--- src/rtl/core/planar_bitmap_pixel_access_top_macros.svh ---
// Assertion macros for the planar bitmap pixel access block.
`ifndef PLANAR_BITMAP_PIXEL_ACCESS_TOP_MACROS_SVH
`define PLANAR_BITMAP_PIXEL_ACCESS_TOP_MACROS_SVH

`ifndef SYNTH
// Property checked at every rising clock edge outside reset.
`define PBA_ASSERT(lbl, clk, rstn, prop, msg) \
	lbl: assert property (@(posedge clk) disable iff (!rstn) (prop)) else $error(msg);
// Condition in one cycle implies a consequence in the next.
`define PBA_ASSERT_NEXT(lbl, clk, rstn, cond, cons, msg) \
	lbl: assert property (@(posedge clk) disable iff (!rstn) (cond) |=> (cons)) else $error(msg);
`else
`define PBA_ASSERT(lbl, clk, rstn, prop, msg)
`define PBA_ASSERT_NEXT(lbl, clk, rstn, cond, cons, msg)
`endif

`endif

--- src/rtl/core/pba_pkg.sv ---
// Types and constants shared by the planar bitmap pixel access block.
`default_nettype none
package pba_pkg;

	// field widths
	localparam int X_W     = 13;
	localparam int Y_W     = 14;
	localparam int PIX_W   = 8;
	localparam int BPR_W   = 11;
	localparam int CNT_W   = 4;
	localparam int MODES_W = 16;
	localparam int CFG_W   = 16;
	localparam int CFG_IDX_W = 2;
	// widest byte offset: x/8 + y*bytes_per_row
	localparam int OFF_W   = 25;
	// plane slots carried in masks, one per bit of a colour index
	localparam int PLANE_SLOTS = 8;

	// queue between front and back
	localparam int QUEUE_DEPTH = 4;
	localparam int QPTR_W      = 2;
	localparam int QCNT_W      = 3;

	// request codes
	localparam logic REQ_READ  = 1'b0;
	localparam logic REQ_WRITE = 1'b1;

	// plane mode codes
	localparam logic [1:0] MODE_PRESENT = 2'd1;
	localparam logic [1:0] MODE_ONES    = 2'd2;

	// configuration register indexes
	localparam logic [CFG_IDX_W-1:0] CFG_BYTES_PER_ROW = 2'd0;
	localparam logic [CFG_IDX_W-1:0] CFG_PLANE_COUNT   = 2'd1;
	localparam logic [CFG_IDX_W-1:0] CFG_PLANE_MODES   = 2'd2;

	// configuration reset values
	localparam logic [BPR_W-1:0]   BPR_RESET   = 11'd40;
	localparam logic [CNT_W-1:0]   COUNT_RESET = 4'd1;
	localparam logic [MODES_W-1:0] MODES_RESET = 16'h5555;

	// MSB-first pixel bit within a byte
	localparam logic [PIX_W-1:0] PIX_MSB = 8'h80;

	typedef struct packed {
		logic             req_type;
		logic [X_W-1:0]   pos_x;
		logic [Y_W-1:0]   pos_y;
		logic [PIX_W-1:0] write_value;
	} req_t;

	typedef struct packed {
		logic [PIX_W-1:0] read_value;
		logic             out_of_range;
	} rsp_t;

	// classified access handed from front to back
	typedef struct packed {
		logic                   is_write;
		logic                   oor;
		logic [OFF_W-1:0]       offset;
		logic [PIX_W-1:0]       bit_mask;
		logic [PIX_W-1:0]       write_value;
		logic [PLANE_SLOTS-1:0] present_mask;
		logic [PLANE_SLOTS-1:0] ones_mask;
	} job_t;

endpackage
`default_nettype wire

--- src/rtl/core/pba_front.sv ---
// Front end: config registers, request capture, offset and plane classification.
`default_nettype none
module pba_front #(
	parameter int PLANE_BYTES = 16384,
	parameter int MAX_PLANES  = 8
) (
	input  wire logic                           clk,
	input  wire logic                           arst_n,
	input  wire logic                           start,
	input  wire pba_pkg::req_t                  req,
	output logic                                busy,
	input  wire logic                           cfg_valid,
	output logic                                cfg_ready,
	input  wire logic [pba_pkg::CFG_IDX_W-1:0]  cfg_index,
	input  wire logic [pba_pkg::CFG_W-1:0]      cfg_data,
	input  wire logic [pba_pkg::QCNT_W-1:0]     q_count,
	input  wire logic                           clearing,
	output logic                                push,
	output pba_pkg::job_t                       job
);

	logic [pba_pkg::BPR_W-1:0]   bpr_q;
	logic [pba_pkg::CNT_W-1:0]   count_q;
	logic [pba_pkg::MODES_W-1:0] modes_q;

	logic                        valid_s1;
	pba_pkg::req_t               req_s1;
	logic [pba_pkg::OFF_W-1:0]   prod_s1;

	logic                        accept;
	logic [pba_pkg::QCNT_W:0]    credit;
	logic [pba_pkg::CNT_W-1:0]   depth;
	logic [pba_pkg::OFF_W-1:0]   offset;

	assign cfg_ready = 1'b1;

	// items in flight toward the back; stall when the queue could overflow
	assign credit = {1'b0, q_count} + {{pba_pkg::QCNT_W{1'b0}}, valid_s1};
	assign busy   = clearing
		|| (credit >= (pba_pkg::QCNT_W + 1)'(pba_pkg::QUEUE_DEPTH));
	assign accept = start && !busy;

	// configuration registers
	always_ff @(posedge clk or negedge arst_n) begin
		if (!arst_n) begin
			bpr_q   <= pba_pkg::BPR_RESET;
			count_q <= pba_pkg::COUNT_RESET;
			modes_q <= pba_pkg::MODES_RESET;
		end else if (cfg_valid && cfg_ready) begin
			unique case (cfg_index)
				pba_pkg::CFG_BYTES_PER_ROW: bpr_q   <= cfg_data[pba_pkg::BPR_W-1:0];
				pba_pkg::CFG_PLANE_COUNT:   count_q <= cfg_data[pba_pkg::CNT_W-1:0];
				pba_pkg::CFG_PLANE_MODES:   modes_q <= cfg_data[pba_pkg::MODES_W-1:0];
				default: ;
			endcase
		end
	end

	// stage 1 valid
	always_ff @(posedge clk or negedge arst_n) begin
		if (!arst_n) begin
			valid_s1 <= 1'b0;
		end else begin
			valid_s1 <= accept;
		end
	end

	// stage 1 payload: request and row product
	always_ff @(posedge clk) begin
		if (accept) begin
			req_s1  <= req;
			prod_s1 <= pba_pkg::OFF_W'(req.pos_y) * pba_pkg::OFF_W'(bpr_q);
		end
	end

	// byte offset, range check, and per-plane classification
	assign offset = pba_pkg::OFF_W'(req_s1.pos_x[pba_pkg::X_W-1:3]) + prod_s1;
	assign depth  = (count_q > pba_pkg::CNT_W'(MAX_PLANES))
		? pba_pkg::CNT_W'(MAX_PLANES) : count_q;

	always_comb begin
		logic in_use;
		job.is_write    = (req_s1.req_type == pba_pkg::REQ_WRITE);
		job.oor         = (offset >= pba_pkg::OFF_W'(PLANE_BYTES));
		job.offset      = offset;
		job.bit_mask    = pba_pkg::PIX_MSB >> req_s1.pos_x[2:0];
		job.write_value = req_s1.write_value;
		for (int i = 0; i < pba_pkg::PLANE_SLOTS; i++) begin
			in_use = (pba_pkg::CNT_W'(i) < depth);
			job.present_mask[i] = in_use && (modes_q[2*i +: 2] == pba_pkg::MODE_PRESENT);
			job.ones_mask[i]    = in_use && (modes_q[2*i +: 2] == pba_pkg::MODE_ONES);
		end
	end

	assign push = valid_s1;

endmodule
`default_nettype wire

--- config.mk ---
export PLATFORM = sky130hd
export DESIGN_NAME = pba_front
export DESIGN_NICKNAME = d
export VERILOG_FILES = /design/src/rtl/core/planar_bitmap_pixel_access_top_macros.svh /design/src/rtl/core/pba_pkg.sv /design/src/rtl/core/pba_front.sv
export SDC_FILE = /design/constraint.sdc
export NUM_CORES = 1
export LEC_CHECK = 0
export BUFFER_PORTS_ARGS = -buffer_cell sky130_fd_sc_hd__buf_2
export CORE_UTILIZATION = 60
export CTS_CLUSTER_SIZE = 10
export DETAILED_ROUTE_END_ITERATION = 16
export PLACE_DENSITY = 0.83
export SLEW_MARGIN = 10
export SYNTH_ARGS = -nofsm -noshare
export SYNTH_HDL_FRONTEND = slang
export SYNTH_SLANG_ARGS = --single-unit
--- constraint.sdc ---
create_clock -name clk -period 7 [get_ports clk]
set_input_delay 1.05 -clock clk [delete_from_list [all_inputs] [get_ports clk]]
set_output_delay 1.05 -clock clk [all_outputs]
set_load 0.005 [all_outputs]
# After elaboration in Yosys (flattened, before gate mapping)
# Cells that the tools add are included.
[word_totals] out_inout_bits=62 word_cells=65 regBits=79
[classes] shifts=1 muxes=1 n_eq_ne=18 reduce_logical=23 mul=1 add_sub_neg=2 n_lt_le_gt_ge=11
[ops] cell="adder 10 x 25 -> 25 bit" count=1
[ops] cell=">= comparator 25 x 15 -> 1 bit, second input constant" count=1
[ops] cell="multiplier 14 x 11 -> 25 bit" count=1
[ops] cell="== test 2 x 1 -> 1 bit, second input constant" count=9
[ops] cell="== test 2 bit, second input constant" count=9
[ops] cell="logical AND 1 bit" count=17
[ops] cell="less-than comparator 3 x 4 -> 1 bit, first input constant" count=4
[ops] cell="less-than comparator 1 x 4 -> 1 bit, first input constant" count=2
[ops] cell="less-than comparator 2 x 4 -> 1 bit, first input constant" count=2
[ops] cell=">> shifter 8 x 3 -> 8 bit, first input constant" count=1
[ops] cell="AND reduction 2 bit" count=3
[ops] cell="adder 3 x 1 -> 4 bit" count=1
[ops] cell=">= comparator 4 x 3 -> 1 bit, second input constant" count=1
[ops] cell="> comparator 4 bit, second input constant" count=1
[ops] cell="2-to-1 mux 4 bit" count=1
[ops] cell="zero test 2 bit" count=1
[ops] cell="zero test 1 bit" count=1
[ops] cell="logical OR 1 bit" count=1

# Depth between registers and ports, before layout
[depth] word_depth=5 mapped_depth=21

# Worst setup path before layout
# Ideal clock, no wire load.
[synth_timing] path_type="in2reg" start="in req[11] (netlist name)" end="reg prod_s1[19] (netlist name) (data pin)" stages=18 required_time_ps=6741 setup_slack_ps=892 arrival_ps=5849 path_buffers=1 path_cell_list="clkbuf_1 -> and2_1 -> fa_1 -> inv_1 -> fa_1 -> inv_1 -> fa_1 -> fa_1 -> inv_1 -> fa_1 -> inv_1 -> ha_1 -> a2111o_1 -> o221a_2 -> o21a_1 -> a311o_1 -> a21oi_1 -> xnor2_1"
[synth_between] elab_chain_cells=1
[synth_lines] element="from (decl)" line="pba_front.sv:10" text="input wire pba_pkg::req_t req,"
[synth_lines] element="multiplier 14 x 11 -> 25 bit" line="pba_front.sv:72" text="prod_s1 <= pba_pkg::OFF_W'(req.pos_y) * pba_pkg::OFF_W'(bpr_q);"
[synth_lines] element="to (signal assigned)" line="pba_front.sv:72"
[synth_lines] element="to (decl)" line="pba_front.sv:28" text="logic [pba_pkg::OFF_W-1:0] prod_s1;"
# Every way passes these cells.
# A chain may end at the register's enable or synchronous reset.

# Worst setup path after layout
# Same ends and word-level chain as after synthesis.

==> PnR_summary.wiki <==
{| class="wikitable"
! Metric !! Value
|-
| Post-cts gate resize count || 0
|-
| Tot GR Track Use || 0.258
|-
| Xor-xnor portion of the synthesized cell area || 0.0439
|-
| Count of endpoints failing hold in the final timing report || 0
|-
| Net count after synthesis || roughly 1,100
|-
| Core area || around 0.014 sq mm
|-
| Worst hold slack after final layout || about 0.53 ns
|-
| Slowest cell delay on critical path || about 0.54 ns
|-
| Simple logic cell fraction of the synthesized area || 0.161
|-
| Inserted Clock Buffers || 9
|-
| Die W || 123 um
|-
| Syn Area/Cell || around 10 sq um
|-
| Relative max-transition margin || 0.452
|-
| Floorplan die height || 123 um
|-
| Iteration count of the initial detailed-routing pass || 4
|-
| Quantity of hold-fixing buffers added after cts || 0
|-
| Number of cells on the critical path || 18
|-
| Via count || around 6,300
|-
| Worst path bufs/invs || 5
|-
| Final cell utilization of the core || 0.690
|-
| Critical path's most frequent cell || sky130_fd_sc_hd__fa_1
|-
| Area fraction in compound gates after synthesis || 0.0649
|-
| Clock Skews || between 0.007 and 0.008 ns
|-
| Antenna Cells || 0
|-
| Clock sink total || a little under 80
|-
| Port-buffer cells || roughly 120
|-
| Final Setup Violations || 0
|-
| Number of enable-type register cells in the synthesized netlist || 47
|-
| Layout overhead on the synthesized area || 10.8%
|-
| Htree depth || 3
|-
| Placement Rows || 43
|-
| Capturing element type of the critical path || flip-flop
|-
| DR vias/cell || 5.44
|-
| Share of synthesized cell area in full adder, half adder and majority cells || 0.351
|-
| Antenna violations before repair || 0
|-
| Critical path destination || prod_s1[19]$_DFFE_PP_
|-
| Area enclosed by the die boundary || about 0.015 sq mm
|-
| Global-route wire length before repair || 29,900 um
|-
| Final Cycle Share || 0.854
|-
| Critical path arrival || a little over 6 ns
|-
| Detailed placer's ending HPWL || roughly 14,000 um
|-
| Fin. max-slew vios || 0
|-
| Count of mapped cells out of synthesis || between 800 and 900
|-
| Peak fanout along the critical path || 11
|-
| Num ports || 124
|-
| Number of maximum-capacitance constraint violations || 0
|-
| Maximum number of pins on one net before global-route repair || 45
|-
| Critical path launch point type || primary input
|-
| Series of cell instances along the critical path || buf_2 > and2_1 > fa_1 > inv_1 > fa_1 > inv_1 > fa_1 > fa_1 > inv_1 > fa_1 > inv_1 > ha_1 > a2111o_1 > o221a_2 > o21a_1 > a311o_1 > a21oi_1 > xnor2_1
|-
| Flip-flop and latch count after synthesis || 79
|-
| Setup ws final || 1.02 ns
|-
| Hold Path Cell Cnt || 1
|-
| Worst-margin pin slew || 0.820 ns
|-
| Buffers inserted during post-CTS setup optimization || 0
|-
| Count of warnings emitted by yosys || 0
|-
| Post-route setup TNS || 0 ns
|-
| Fraction of registers with async set/reset || 0.405
|-
| Fraction of synthesized area in multiplexers || 0.0424
|-
| Worst setup slack after placement || around 0.66 ns
|-
| Clock transition time at the flip-flop clock pins of the worst setup and hold paths || 0.06 ns
|-
| Root buffer cell || sky130_fd_sc_hd__clkbuf_16
|-
| RSZ-0062 raised after global routing || false
|-
| Net count, final || between 1,000 and 1,500
|-
| DRC violations left || 0
|-
| Largest family of logic cells by synthesized area || adder cells
|-
| Summed instance area of the synthesized netlist || between 0.008 and 0.009 sq mm
|-
| Maximum number of buffers from clock root to sink || 2
|-
| Achievable Freq || 0.167 GHz
|-
| Share of final-layout standard cells stronger than drive strength 1 || 0.199
|-
| Leftover overflow at the end of global routing || 0
|-
| Number of nets with antenna violations after routing || 0
|-
| Crit Reg-Reg Endpoint || prod_s1[19]$_DFFE_PP_
|-
| Source of the critical timing path || req[11]
|-
| Clock latency at the later pin of the worst-skew pair || approximately 0.35 ns
|-
| Count of cell types in the netlist || 57
|-
| First DRT Iteration DRCs || between 300 and 400
|-
| Post-detailed-routing wire length || 17,400 um
|-
| Routed wire per std cell || ~15 um
|-
| Path type of the worst setup path || primary input to flip-flop
|-
| Initial core utilization || 0.622
|-
| Clock tree from TritonCTS || built
|-
| Worst-path cell with the longest stage delay || sky130_fd_sc_hd__fa_1
|-
| R2R Path Start || bpr_q[6]$_DFFE_PN0P_
|-
| Worst setup slack for register-to-register paths || 1.24 ns
|-
| Number of global-route vias before repair || between 6,000 and 7,000
|-
| Gate family responsible for the most delay along the worst path || adder cells
|-
| Number of filler cells placed in the layout || 1,135
|-
| Worst reg2reg path depth || 17
|-
| Critical path data required time || roughly 7.1 ns
|-
| Final RePlAce weighted congestion || around 0.86
|-
| Register area share after synthesis || 0.254
|-
| Hold Path Class || flip-flop to flip-flop
|-
| Main flop type after synthesis || sky130_fd_sc_hd__edfxtp_1
|-
| Min Tclk post-route || ~6.0 ns
|-
| Outcome || finished clean
|}
-- worst register-to-register path: cells and delay by family (launching register included) --
kind            cells  cell delay [ns]
fa+ha+maj           6             2.91
compound gates      5             1.43
flops               1             0.59
simple gates        1             0.30
buf+inv             4             0.20
xor+xnor            1             0.08
-- how the worst min path moves through the flow --
stage                            startpoint                       to  slack (ns)
finish              modes_q[15]$_DFFE_PN0P_  modes_q[15]$_DFFE_PN0P_        0.53
global route        modes_q[13]$_DFFE_PN0P_  modes_q[13]$_DFFE_PN0P_        0.55
CTS                 modes_q[15]$_DFFE_PN0P_  modes_q[15]$_DFFE_PN0P_        0.53
detailed placement   modes_q[3]$_DFFE_PN0P_   modes_q[3]$_DFFE_PN0P_        0.51
global placement    modes_q[15]$_DFFE_PN0P_  modes_q[15]$_DFFE_PN0P_        0.50
floorplan           modes_q[15]$_DFFE_PN0P_  modes_q[15]$_DFFE_PN0P_        0.49
-- synthesized netlist by cell type, drive strengths merged, types with 2 or more instances --
master	instances	area, sq um
o21ai	12	60.1
a311o	2	20.0
nand4	6	43.8
clkbuf	29	109
a2111o	2	22.5
nand3b	3	22.5
a21oi	27	139
fa	108	2160
a211o	2	18.8
nor2b	3	18.8
nor3	9	45.0
o22ai	2	12.5
nand2	88	333
and3b	2	17.5
inv	141	529
a31oi	3	18.8
xor2	12	105
buf	13	87.6
nor2	22	82.6
or2	2	12.5
nor3b	18	135
mux2	33	372
xnor2	32	280
nand3	12	60.1
and2	83	519
or3	3	18.8
dfrtp	21	526
ha	73	913
o21a	6	46.3
edfxtp	47	1410
nand2b	5	31.3
a21o	14	105
nor4	2	12.5
a211oi	3	22.5
o21bai	2	15.0
dfstp	11	289
and3	9	56.3
-- cells in the final DEF (no fill, tap or decap), drive strengths merged, types with 3 or more instances in the layout --
master  count
a211oi      3
or3         3
edfxtp     47
nor3        9
dfstp      11
nand2b      5
dfrtp      21
clkbuf      9
buf       124
xor2       12
o21a        6
a31oi       3
nand4       6
nand3      12
nand3b      3
nand2      88
xnor2      32
o21ai      12
inv       146
nor2b       3
nor3b      18
ha         73
a21oi      27
nor2       22
fa        108
a21o       14
and2       83
mux2       33
and3        9
-- cell families after synthesis --
group           Yosys count
compound gates           83
xor+xnor                 44
fa+ha+maj               181
buf+inv                 183
flops                    79
mux                      33
other cells               1
simple gates            268
-- metal layers --
| metal | routed length (um) | vias up | global-route usage |
|---|---|---|---|
| li1 | - | 2987 | - |
| met1 | 7550 | 3000 | 0.346 |
| met2 | 8310 | 238 | 0.422 |
| met3 | 1150 | 27 | 0.0480 |
| met4 | 342 | 0 | 0.0922 |
| met5 | 0 | - | 0 |
-- through the flow --
stage / instance area [sq um] / instances
4_1_cts: 9720 / 1150
3_5_place_dp: 9440 / 1134
6_report: 9720 / 1150
5_1_grt: 9720 / 1150
3_3_place_gp: 9440 / 1134
2_1_floorplan: 8770 / 872
-- state kept, by name, indices dropped and copies added, names as in the netlist --
register	count
job	9
modes_q	16
count_q	4
prod_s1	25
push	1
req_s1	13
bpr_q	11
-- cell type report --
type / count / area, sq um / area share
Multi-Input combinational cell: 610 / 5830 / 0.600
Sequential cell: 79 / 2230 / 0.229
Timing Repair Buffer: 124 / 626 / 0.0644
Inverter: 141 / 529 / 0.0544
Clock buffer: 9 / 225 / 0.0232
Tap cell: 180 / 225 / 0.0232
Clock inverter: 7 / 60.1 / 0.00618
Power is left out: the tool's default activity adds up to more than one toggle a clock period on the data nets, which glitch-free logic cannot reach.
