**config.mk**
```make
export PLATFORM = sky130hd
export DESIGN_NAME = pba_fifo
export DESIGN_NICKNAME = d
export VERILOG_FILES = /design/src/rtl/core/planar_bitmap_pixel_access_top_macros.svh /design/src/rtl/core/pba_pkg.sv /design/src/rtl/core/pba_fifo.sv
export SDC_FILE = /design/constraint.sdc
export NUM_CORES = 1
export LEC_CHECK = 0
export ABC_AREA = 0
export BUFFER_PORTS_ARGS = -buffer_cell sky130_fd_sc_hd__buf_2
export CAP_MARGIN = 0
export CELL_PAD_IN_SITES_DETAIL_PLACEMENT = 1
export CELL_PAD_IN_SITES_GLOBAL_PLACEMENT = 2
export CORE_ASPECT_RATIO = 0.9
export CORE_MARGIN = 4
export CORE_UTILIZATION = 45
export CTS_CLUSTER_DIAMETER = 80
export DETAILED_ROUTE_END_ITERATION = 10
export GPL_ROUTABILITY_DRIVEN = 0
export PLACE_DENSITY_LB_ADDON = 0.1
export SYNTH_ARGS = -nofsm -noshare
export SYNTH_HDL_FRONTEND = slang
export SYNTH_SLANG_ARGS = --single-unit
```
**constraint.sdc**
```tcl
create_clock -name clk -period 3.08 [get_ports clk]
set_input_delay 0.154 -clock clk [delete_from_list [all_inputs] [get_ports clk]]
set_output_delay 0.154 -clock clk [all_outputs]
set_load 0.02 [all_outputs]
```
**src/rtl/core/planar_bitmap_pixel_access_top_macros.svh**
```systemverilog
// Assertion macros for the planar bitmap pixel access block.
`ifndef PLANAR_BITMAP_PIXEL_ACCESS_TOP_MACROS_SVH
`define PLANAR_BITMAP_PIXEL_ACCESS_TOP_MACROS_SVH

`ifndef SYNTH
// Property checked at every rising clock edge outside reset.
`define PBA_ASSERT(lbl, clk, rstn, prop, msg) \
	lbl: assert property (@(posedge clk) disable iff (!rstn) (prop)) else $error(msg);
// Condition in one cycle implies a consequence in the next.
`define PBA_ASSERT_NEXT(lbl, clk, rstn, cond, cons, msg) \
	lbl: assert property (@(posedge clk) disable iff (!rstn) (cond) |=> (cons)) else $error(msg);
`else
`define PBA_ASSERT(lbl, clk, rstn, prop, msg)
`define PBA_ASSERT_NEXT(lbl, clk, rstn, cond, cons, msg)
`endif

`endif

```
**src/rtl/core/pba_pkg.sv**
```systemverilog
// Types and constants shared by the planar bitmap pixel access block.
`default_nettype none
package pba_pkg;

	// field widths
	localparam int X_W     = 13;
	localparam int Y_W     = 14;
	localparam int PIX_W   = 8;
	localparam int BPR_W   = 11;
	localparam int CNT_W   = 4;
	localparam int MODES_W = 16;
	localparam int CFG_W   = 16;
	localparam int CFG_IDX_W = 2;
	// widest byte offset: x/8 + y*bytes_per_row
	localparam int OFF_W   = 25;
	// plane slots carried in masks, one per bit of a colour index
	localparam int PLANE_SLOTS = 8;

	// queue between front and back
	localparam int QUEUE_DEPTH = 4;
	localparam int QPTR_W      = 2;
	localparam int QCNT_W      = 3;

	// request codes
	localparam logic REQ_READ  = 1'b0;
	localparam logic REQ_WRITE = 1'b1;

	// plane mode codes
	localparam logic [1:0] MODE_PRESENT = 2'd1;
	localparam logic [1:0] MODE_ONES    = 2'd2;

	// configuration register indexes
	localparam logic [CFG_IDX_W-1:0] CFG_BYTES_PER_ROW = 2'd0;
	localparam logic [CFG_IDX_W-1:0] CFG_PLANE_COUNT   = 2'd1;
	localparam logic [CFG_IDX_W-1:0] CFG_PLANE_MODES   = 2'd2;

	// configuration reset values
	localparam logic [BPR_W-1:0]   BPR_RESET   = 11'd40;
	localparam logic [CNT_W-1:0]   COUNT_RESET = 4'd1;
	localparam logic [MODES_W-1:0] MODES_RESET = 16'h5555;

	// MSB-first pixel bit within a byte
	localparam logic [PIX_W-1:0] PIX_MSB = 8'h80;

	typedef struct packed {
		logic             req_type;
		logic [X_W-1:0]   pos_x;
		logic [Y_W-1:0]   pos_y;
		logic [PIX_W-1:0] write_value;
	} req_t;

	typedef struct packed {
		logic [PIX_W-1:0] read_value;
		logic             out_of_range;
	} rsp_t;

	// classified access handed from front to back
	typedef struct packed {
		logic                   is_write;
		logic                   oor;
		logic [OFF_W-1:0]       offset;
		logic [PIX_W-1:0]       bit_mask;
		logic [PIX_W-1:0]       write_value;
		logic [PLANE_SLOTS-1:0] present_mask;
		logic [PLANE_SLOTS-1:0] ones_mask;
	} job_t;

endpackage
`default_nettype wire

```
**src/rtl/core/pba_fifo.sv**
```systemverilog
// Short queue of classified accesses between front and back.
`default_nettype none
module pba_fifo (
	input  wire logic                        clk,
	input  wire logic                        arst_n,
	input  wire logic                        push,
	input  wire pba_pkg::job_t               push_job,
	input  wire logic                        pop,
	output pba_pkg::job_t                    head,
	output logic                             empty,
	output logic [pba_pkg::QCNT_W-1:0]       count
);

	pba_pkg::job_t                 slot_q [pba_pkg::QUEUE_DEPTH];
	logic [pba_pkg::QPTR_W-1:0]    wptr_q;
	logic [pba_pkg::QPTR_W-1:0]    rptr_q;
	logic [pba_pkg::QCNT_W-1:0]    count_q;

	assign head  = slot_q[rptr_q];
	assign empty = (count_q == '0);
	assign count = count_q;

	// pointers and fill level
	always_ff @(posedge clk or negedge arst_n) begin
		if (!arst_n) begin
			wptr_q  <= '0;
			rptr_q  <= '0;
			count_q <= '0;
		end else begin
			if (push) begin
				wptr_q <= wptr_q + 1'b1;
			end
			if (pop) begin
				rptr_q <= rptr_q + 1'b1;
			end
			unique case ({push, pop})
				2'b10:   count_q <= count_q + 1'b1;
				2'b01:   count_q <= count_q - 1'b1;
				default: count_q <= count_q;
			endcase
		end
	end

	// entry storage
	always_ff @(posedge clk) begin
		if (push) begin
			slot_q[wptr_q] <= push_job;
		end
	end

endmodule
`default_nettype wire

```
Word level (Yosys, flattened, before mapping)

Memories as Yosys holds them, arrays and structs flattened.
Index checks and enable logic that the tools add are counted.
W data, S select, Z words.

$add $sub $neg: 4
Equality and inequality tests: 2
Muxes and demuxes: 3
Reduce and logical (&&, ||, !) cells: 2

Operators by type and width:

| cell                  | count |
|---|---|
| $pmux W3 S2           | 1 |
| $add A2 B1 Y2 const B | 2 |
| $add A3 B1 Y3 const B | 1 |
| $logic_not A3 Y1      | 1 |
| $sub A3 B1 Y3 const B | 1 |
| $eq A2 B1 Y1 const B  | 1 |
| $eq A2 B2 Y1 const B  | 1 |
| $mux W1               | 2 |
| $reduce_bool A2 Y1    | 1 |

Flip-flop bits (word level): 7
RAM bits: 236
Input port bits: 63
Output and inout bits: 63
Logic and storage cells: 15
Memories kept: 1

Memories:

| name   | depth | width | read ports | clocked after Yosys merged registers in | wr ports | RTL line       | source |
|---|---|---|---|---|---|---|---|
| slot_q | 4     | 59    | 1          | 0                                       | 1        | pba_fifo.sv:14 | `pba_pkg::job_t slot_q [pba_pkg::QUEUE_DEPTH];` |

Depth between registers and ports, before layout

Gate-level depths: netlist of run 1.

Depth in word-level cells: 2
Gate-level depth with buffers: 7

Least setup slack after synthesis of run 1

No wires, ideal clock.

Kind: register -> register
Start: register wptr_q[0] (netlist name)
End: memory slot_q[2][0] (netlist name), enable pin
Data arrival time: 2,014 ps
Path slack: 643 ps
Cell stages (with the launch flop): 4
Buffers on the path: 0
Clock period less this slack: 2,437 ps
Cells stage by stage: dfrtp_1 -> inv_1 -> ha_1 -> and2_1

RTL lines:

| element                | RTL line       | source |
|---|---|---|
| start, declared        | pba_fifo.sv:15 | `logic [pba_pkg::QPTR_W-1:0] wptr_q;` |
| start signal, assigned | pba_fifo.sv:31 | `wptr_q <= wptr_q + 1'b1;` |
| end, declared          | pba_fifo.sv:14 |  |

Straight into the memory's write port.

==> results of run 1 <==
## sequential cells by signal (all words and copies together), names as in the netlist
register	cells
slot_q	236
count	3
rptr_q	2
wptr_q	2
## path summary, 6_finish.rpt
check | depth (start not counted) | start | endpoint
hold reg to reg | 1 | count[2] | count[2]
setup / recovery | 3 | rptr_q[0] | head[44]
max in group asynchronous | 2 | arst_n | rptr_q[0]
setup reg to reg | 4 | wptr_q[0] | slot_q[0][56]
hold / removal | 2 | arst_n | count[2]
min in group clk | 2 | push_job[42] | slot_q[0][42]
## cell usage in the layout (no fill, tap or decap), drive strengths merged
cell         netlist  routed
clkbuf             1      32
inv                6       7
o21ai              2       2
nor3               1       1
dfrtp              7       7
and2               4       4
buf               13     133
dlygate4sd3        0      62
edfxtp           236     236
clkinv             0       8
xnor2              2       2
nor2               1       1
bufinv             0       2
xor2               4       4
fa                 1       1
mux4              59      59
nand2              3       3
ha                 5       5
## routing by layer
metal | up-vias | share of wire (%)
met3 | 27 | 5.3
met2 | 104 | 50
met5 | - | 0
li1 | 1887 | -
met1 | 2187 | 43
met4 | 0 | 2.0
## cell type report
class                           instances  area (um2)
Fill cell                            1667        8130
Sequential cell                       243        7270
Multi-Input combinational cell         82        1530
Timing Repair Buffer                  195        1380
Clock buffer                           32         652
Tap cell                              250         313
Clock inverter                         11         104
Inverter                                6        22.5
## report_power, final
part / internal (mW) / leakage (nW) / switching (mW) / total [mW]
logic: 1.41 / 1.32 / 1.88 / 3.29
registers: 4.33 / 2.25 / 0.275 / 4.60
clock network: 1.65 / 0.371 / 1.13 / 2.79
## cells by family (layout without fill, tap and decap cells)
| group | count (synthesis) | in the layout | synth area share, % |
|---|---|---|---|
| simple gates | 9 | 9 | 0.502 |
| buf+inv | 20 | 244 | 2.09 |
| xor+xnor | 6 | 6 | 0.586 |
| mux | 59 | 59 | 14.9 |
| fa+ha+maj | 6 | 6 | 0.920 |
| flops | 243 | 243 | 80.9 |
| compound gates | 2 | 2 | 0.112 |
## through the flow
step	cells	power (mW)	util, %	area (um2)
2_1_floorplan	345	7.00	-	8970
3_3_place_gp	714	7.97	51.0	9900
3_5_place_dp	714	8.01	51.0	9900
4_1_cts	819	10.9	58.1	11300
5_1_grt	819	11.2	58.1	11300
6_report	819	10.7	58.1	11300
==> metrics.cfg, run 1 <==
[synthesis]
synth-seq-cells=243
ys_top_cells_by_count=edfxtp_1, mux4_2, dfrtp_1
synth.area.top_cells=edfxtp_1, mux4_2, dfrtp_1
ys_warn_count=0
netlist_area_um2=8970
yosysTopAreaCellShare_pct=79.0
synth_cells=345
synth_most_common_cell=edfxtp_1
ys_seq_area_share_pct=80.9
async_flop_share_pct=2.88
avgSynthCellArea_um2=26.0
ys_types=18
synth_nets=414
synth_top_flop_cell=edfxtp_1
synth_edf_count=236
yosysTopAreaCell=edfxtp_1

[route]
first_iter_violations=167
firstDrtPassIters=4
drcViolationCount=0
viasPerCell=5.13
antenna_left=0
wire_per_inst_um=20.7
wl_um=17000
vias=4205

[placed_design]
hpwl_um=10100
io_buffer_count=125
pre_cts_slack_ns=1.01

[sta]
setup_ws_ns=0.563
min_period_over_period_pct=81.7
final_max_slew_viol_count=0
max_slew_margin_pct=66.1
setup_violations=0
post-route-min-period_ns=2.52
whs_ns=0.0167
fin_setup_tns_ns=0
worst_pin_slew_ns=0.508
timing.fmax_ghz=0.397
grt_setup_unrepaired=no
fin_skew_ns=0.00691
finalHoldViolCount=0

[clock_tree]
cts_tree=done
clk_latency_ns=0.50
root_buffer=clkbuf_16
htree_levels=1
cts_resized=0
numCtsBuffers=25
cts_sinks=243
postCtsSetupRepairBufs=0
cts_buffer_depth=3
cts-hold-fix-buffers=62
clkTransAtPathRegs_ns=0.06

[power]
leakage_nw=3.94
power_density_nw_per_um2=947
vdd_ir_drop_max_mv=0.528

[status]
status=completed

[die]
num_rows=48
core_um2=19400
die_y_um=142
die_w_um=157
die_area_um2=22300
num_io_pins=126
initial_core_util_pct=46.3

[setup_path]
cp-start-kind=flop
reg2reg_slack_ns=1.31
crit_path_end_kind=primary output
critPathKind=flop to primary output
arrival_ns=2.36
crit_family=flip-flops
path_cells=buf_4, mux4_2, buf_2
max_stage_delay_ns=0.76
worst-path-buf-inv=2
cp.required_ns=2.93
slowest_stage=dfrtp_4
crit_fanout=25

[run]
drv_cap=0

[global_routing]
grt-busiest-layer=met2
grt_use_met1_pct=21.3
grt_use_met2_pct=26.7
antenna_found_initial=0
grt_pass1_vias=4764
grt_first_pass_wirelength_um=27000
grt_usage_pct=15.8
grt.met3_usage_pct=3.44
grt_max_degree=36
grt_overflow=0

[layout]
layout-drive-gt1-share_pct=40.2
area_delta_synth_final_pct=25.6
nNetsFinal=622
diodes=0

[min_path]
hold_class=primary input to async pin

No activity file was read; power rests on OpenSTA's default activity.
==> run 2, diff against run 1 <==
--- a/config.mk
+++ b/config.mk
@@ -5,14 +5,14 @@
 export SDC_FILE = /design/constraint.sdc
 export NUM_CORES = 1
 export LEC_CHECK = 0
-export ABC_AREA = 0
+export ABC_AREA = 1
 export BUFFER_PORTS_ARGS = -buffer_cell sky130_fd_sc_hd__buf_2
 export CAP_MARGIN = 0
 export CELL_PAD_IN_SITES_DETAIL_PLACEMENT = 1
 export CELL_PAD_IN_SITES_GLOBAL_PLACEMENT = 2
 export CORE_ASPECT_RATIO = 0.9
 export CORE_MARGIN = 4
-export CORE_UTILIZATION = 45
+export CORE_UTILIZATION = 40
 export CTS_CLUSTER_DIAMETER = 80
 export DETAILED_ROUTE_END_ITERATION = 10
 export GPL_ROUTABILITY_DRIVEN = 0
==> constraint.sdc (replaced) <==
create_clock -name clk -period 2.5 [get_ports clk]
set_input_delay 0.125 -clock clk [delete_from_list [all_inputs] [get_ports clk]]
set_output_delay 0.125 -clock clk [all_outputs]
set_load 0.02 [all_outputs]
==> metrics.cfg, run 2 <==
[synthesis]
yosysTopAreaCellShare_pct=73.1  ; was 79.0%
ys_seq_area_share_pct=74.9  ; was 80.9%
netlist_area_um2=9700  ; was 8970 um2
ys_warn_count=0  ; unchanged
synth-seq-cells=243  ; unchanged
async_flop_share_pct=2.88  ; unchanged
synth.area.top_cells=edfxtp_1, o211ai_1, nand2_1  ; was edfxtp_1, mux4_2, dfrtp_1
synth_top_flop_cell=edfxtp_1  ; unchanged
ys_types=17  ; was 18
ys_top_cells_by_count=edfxtp_1, nand2_1, inv_1, o211ai_1, buf_2  ; was edfxtp_1, mux4_2, dfrtp_1
synth_edf_count=236  ; unchanged
synth_nets=805  ; was 414
avgSynthCellArea_um2=13.2  ; was 26.0 um2
synth_cells=736  ; was 345
yosysTopAreaCell=edfxtp_1  ; unchanged
synth_most_common_cell=edfxtp_1  ; unchanged

[sta]
setup_violations=0  ; unchanged
max_slew_margin_pct=57.8  ; was 66.1%
worst_pin_slew_ns=0.634  ; was 0.508 ns
fin_setup_tns_ns=0  ; unchanged
min_period_over_period_pct=91.2
finalHoldViolCount=0  ; unchanged
post-route-min-period_ns=2.28
grt_setup_unrepaired=no  ; unchanged
fin_skew_ns=0.0102  ; was 0.00691 ns
setup_ws_ns=0.220  ; was 0.563 ns
timing.fmax_ghz=0.439
final_max_slew_viol_count=0  ; unchanged
whs_ns=0.356  ; was 0.0167 ns

[min_path]
hold_class=primary input to flop  ; was primary input to async pin

[route]
drcViolationCount=0  ; unchanged
firstDrtPassIters=4  ; unchanged
vias=6083  ; was 4205
viasPerCell=4.85  ; was 5.13
wl_um=21900  ; was 17000 um
wire_per_inst_um=17.5  ; was 20.7 um
first_iter_violations=294  ; was 167
antenna_left=0  ; unchanged

[power]
power_density_nw_per_um2=1190  ; was 947 nW/um2
clock_power_share_pct=24.1  ; was 26.1%
vdd_ir_drop_max_mv=0.693  ; was 0.528 mV
leakage_nw=4.92  ; was 3.94 nW
pwr-share-comb_pct=36.4  ; was 30.8%
switching_share_pct=37.3  ; was 30.8%
internal-power_mw=9.07  ; was 7.39 mW
p_sw_mw=5.39  ; was 3.28 mW
power_frac_seq_pct=39.6  ; was 43.1%

[placed_design]
io_buffer_count=125  ; unchanged
hpwl_um=13100  ; was 10100 um
pre_cts_slack_ns=0.760  ; was 1.01 ns

[layout]
area_delta_synth_final_pct=25.3  ; was 25.6%
largest_reg_flops=236  ; unchanged
top_register=slot_q  ; unchanged
layout-drive-gt1-share_pct=19.4  ; was 40.2%
layout_common_cells=edfxtp_1, nand2_1, inv_1  ; was edfxtp_1, buf_2, dlygate4sd3_1
nNetsFinal=999  ; was 622
final_common_cell=edfxtp_1  ; unchanged
nFillCells=2391  ; was 1667

[setup_path]
cp-start-kind=flop  ; unchanged
arrival_ns=2.15  ; was 2.36 ns
crit_fanout=52  ; was 25
cp.required_ns=2.38  ; was 2.93 ns
critPathKind=flop to primary output  ; unchanged
crit_path_end_kind=primary output  ; unchanged

[run]
drv_cap=0  ; unchanged

[clock_tree]
cts_sinks=243  ; unchanged
clk_latency_ns=0.52  ; was 0.50 ns
numCtsBuffers=27  ; was 25
cts_tree=done  ; unchanged
root_buffer=clkbuf_16  ; unchanged
cts_buffer_depth=3  ; unchanged
cts_resized=0  ; unchanged
clkTransAtPathRegs_ns=0.06  ; about the same
htree_levels=1  ; unchanged

[die]
num_rows=53  ; was 48
die_area_um2=26800  ; was 22300 um2
core_um2=23600  ; was 19400 um2
die_w_um=172  ; was 157 um
die_y_um=156  ; was 142 um
initial_core_util_pct=41.1  ; was 46.3%
num_io_pins=126  ; unchanged

[global_routing]
grt_max_degree=60  ; was 36
grt_pass1_vias=6575  ; was 4764
grt_usage_pct=16.5  ; was 15.8%
antenna_found_initial=1  ; was 0
grt_overflow=0  ; unchanged
grt_first_pass_wirelength_um=34800  ; was 27000 um

[status]
status=completed  ; unchanged

run 2: cell types whose count changed in the layout (fill, tap and decap cells not counted), sizes merged, moves of 6 or more:
| cell | before | now |
|---|---|---|
| buf | 133 | 142 |
| nand2 | 3 | 188 |
| clkbuf | 32 | 38 |
| o211ai | 0 | 118 |
| mux4 | 59 | 0 |
| inv | 7 | 133 |
run 2: cells by family after synthesis:
group,count (synthesis),synth area share [%]
buffers and inverters,172,7.25
AOI/OAI and AO/OA,120,9.24
xor gates and xnor gates,4,0.361
DFF,243,74.9
adders and majority gates,6,0.851
and+or+nand+nor,191,7.44
run 2: metrics by stage:
step                instance area (um2)  cells  power [mW]  util (%)
finish                            12200   1253        14.5      51.5
CTS                               12200   1252        14.7      51.5
global placement                  10700   1140        10.9      45.5
floorplan                          9700    736        9.12         -
global route                      12200   1253        15.4      51.5
detailed placement                10700   1140        11.1      45.5
run 2: power groups by stage:
stage | Sequential [mW] | Clock, mW | Combinational, mW
detailed placement | 5.81 | 0 | 5.32
CTS | 5.73 | 3.59 | 5.41
global placement | 5.76 | 0 | 5.19
global route | 5.80 | 3.79 | 5.84
finish | 5.72 | 3.48 | 5.26
floorplan | 5.63 | 0 | 3.49
run 2: path summary, 6_finish.rpt:
path                                    from             to  slack (ns)  cells after the start
max in group asynchronous             arst_n      rptr_q[0]        1.62                      3
worst max-delay path               rptr_q[0]       head[28]        0.22                      5
min in group asynchronous             arst_n      rptr_q[1]        0.59                      3
worst max register to register     wptr_q[0]  slot_q[2][54]        0.79                      5
worst min register to register      count[0]       count[0]        0.51                      1
worst min-delay path            push_job[37]  slot_q[3][37]        0.36                      2
run 2: repair_timing:
action	CTS	global route
buffers inserted	0	0
endpoints found under the setup margin	0	0
hold endpoints to repair	247	0
hold buffers	63	0
run 2: critical path, cell delays in order (launching register included):
cell and delay, ns:
dfrtp_4 0.84, buf_4 0.31, nand2_1 0.07, o211ai_1 0.09, nand2_1 0.13, buf_2 0.18
run 2: final cells by class:
| type | count | area (um2) | area share (%) |
|---|---|---|---|
| inverters | 132 | 495 | 4.08 |
| well taps | 302 | 378 | 3.11 |
| repair buffers | 205 | 1500 | 12.3 |
| clock buffers | 38 | 727 | 5.98 |
| clock inverters | 11 | 53.8 | 0.443 |
| diodes | 1 | 2.50 | 0.0206 |
| flip-flops and latches | 243 | 7270 | 59.8 |
| multi-input cells | 321 | 1740 | 14.3 |
run 2: per-layer routing:
metal	global-route usage (%)	vias to the layer above	wire, um
met5	0	-	0
met4	3.63	0	408
met3	3.09	30	939
met2	30.1	110	11200
met1	20.4	3011	9400
li1	-	2932	-
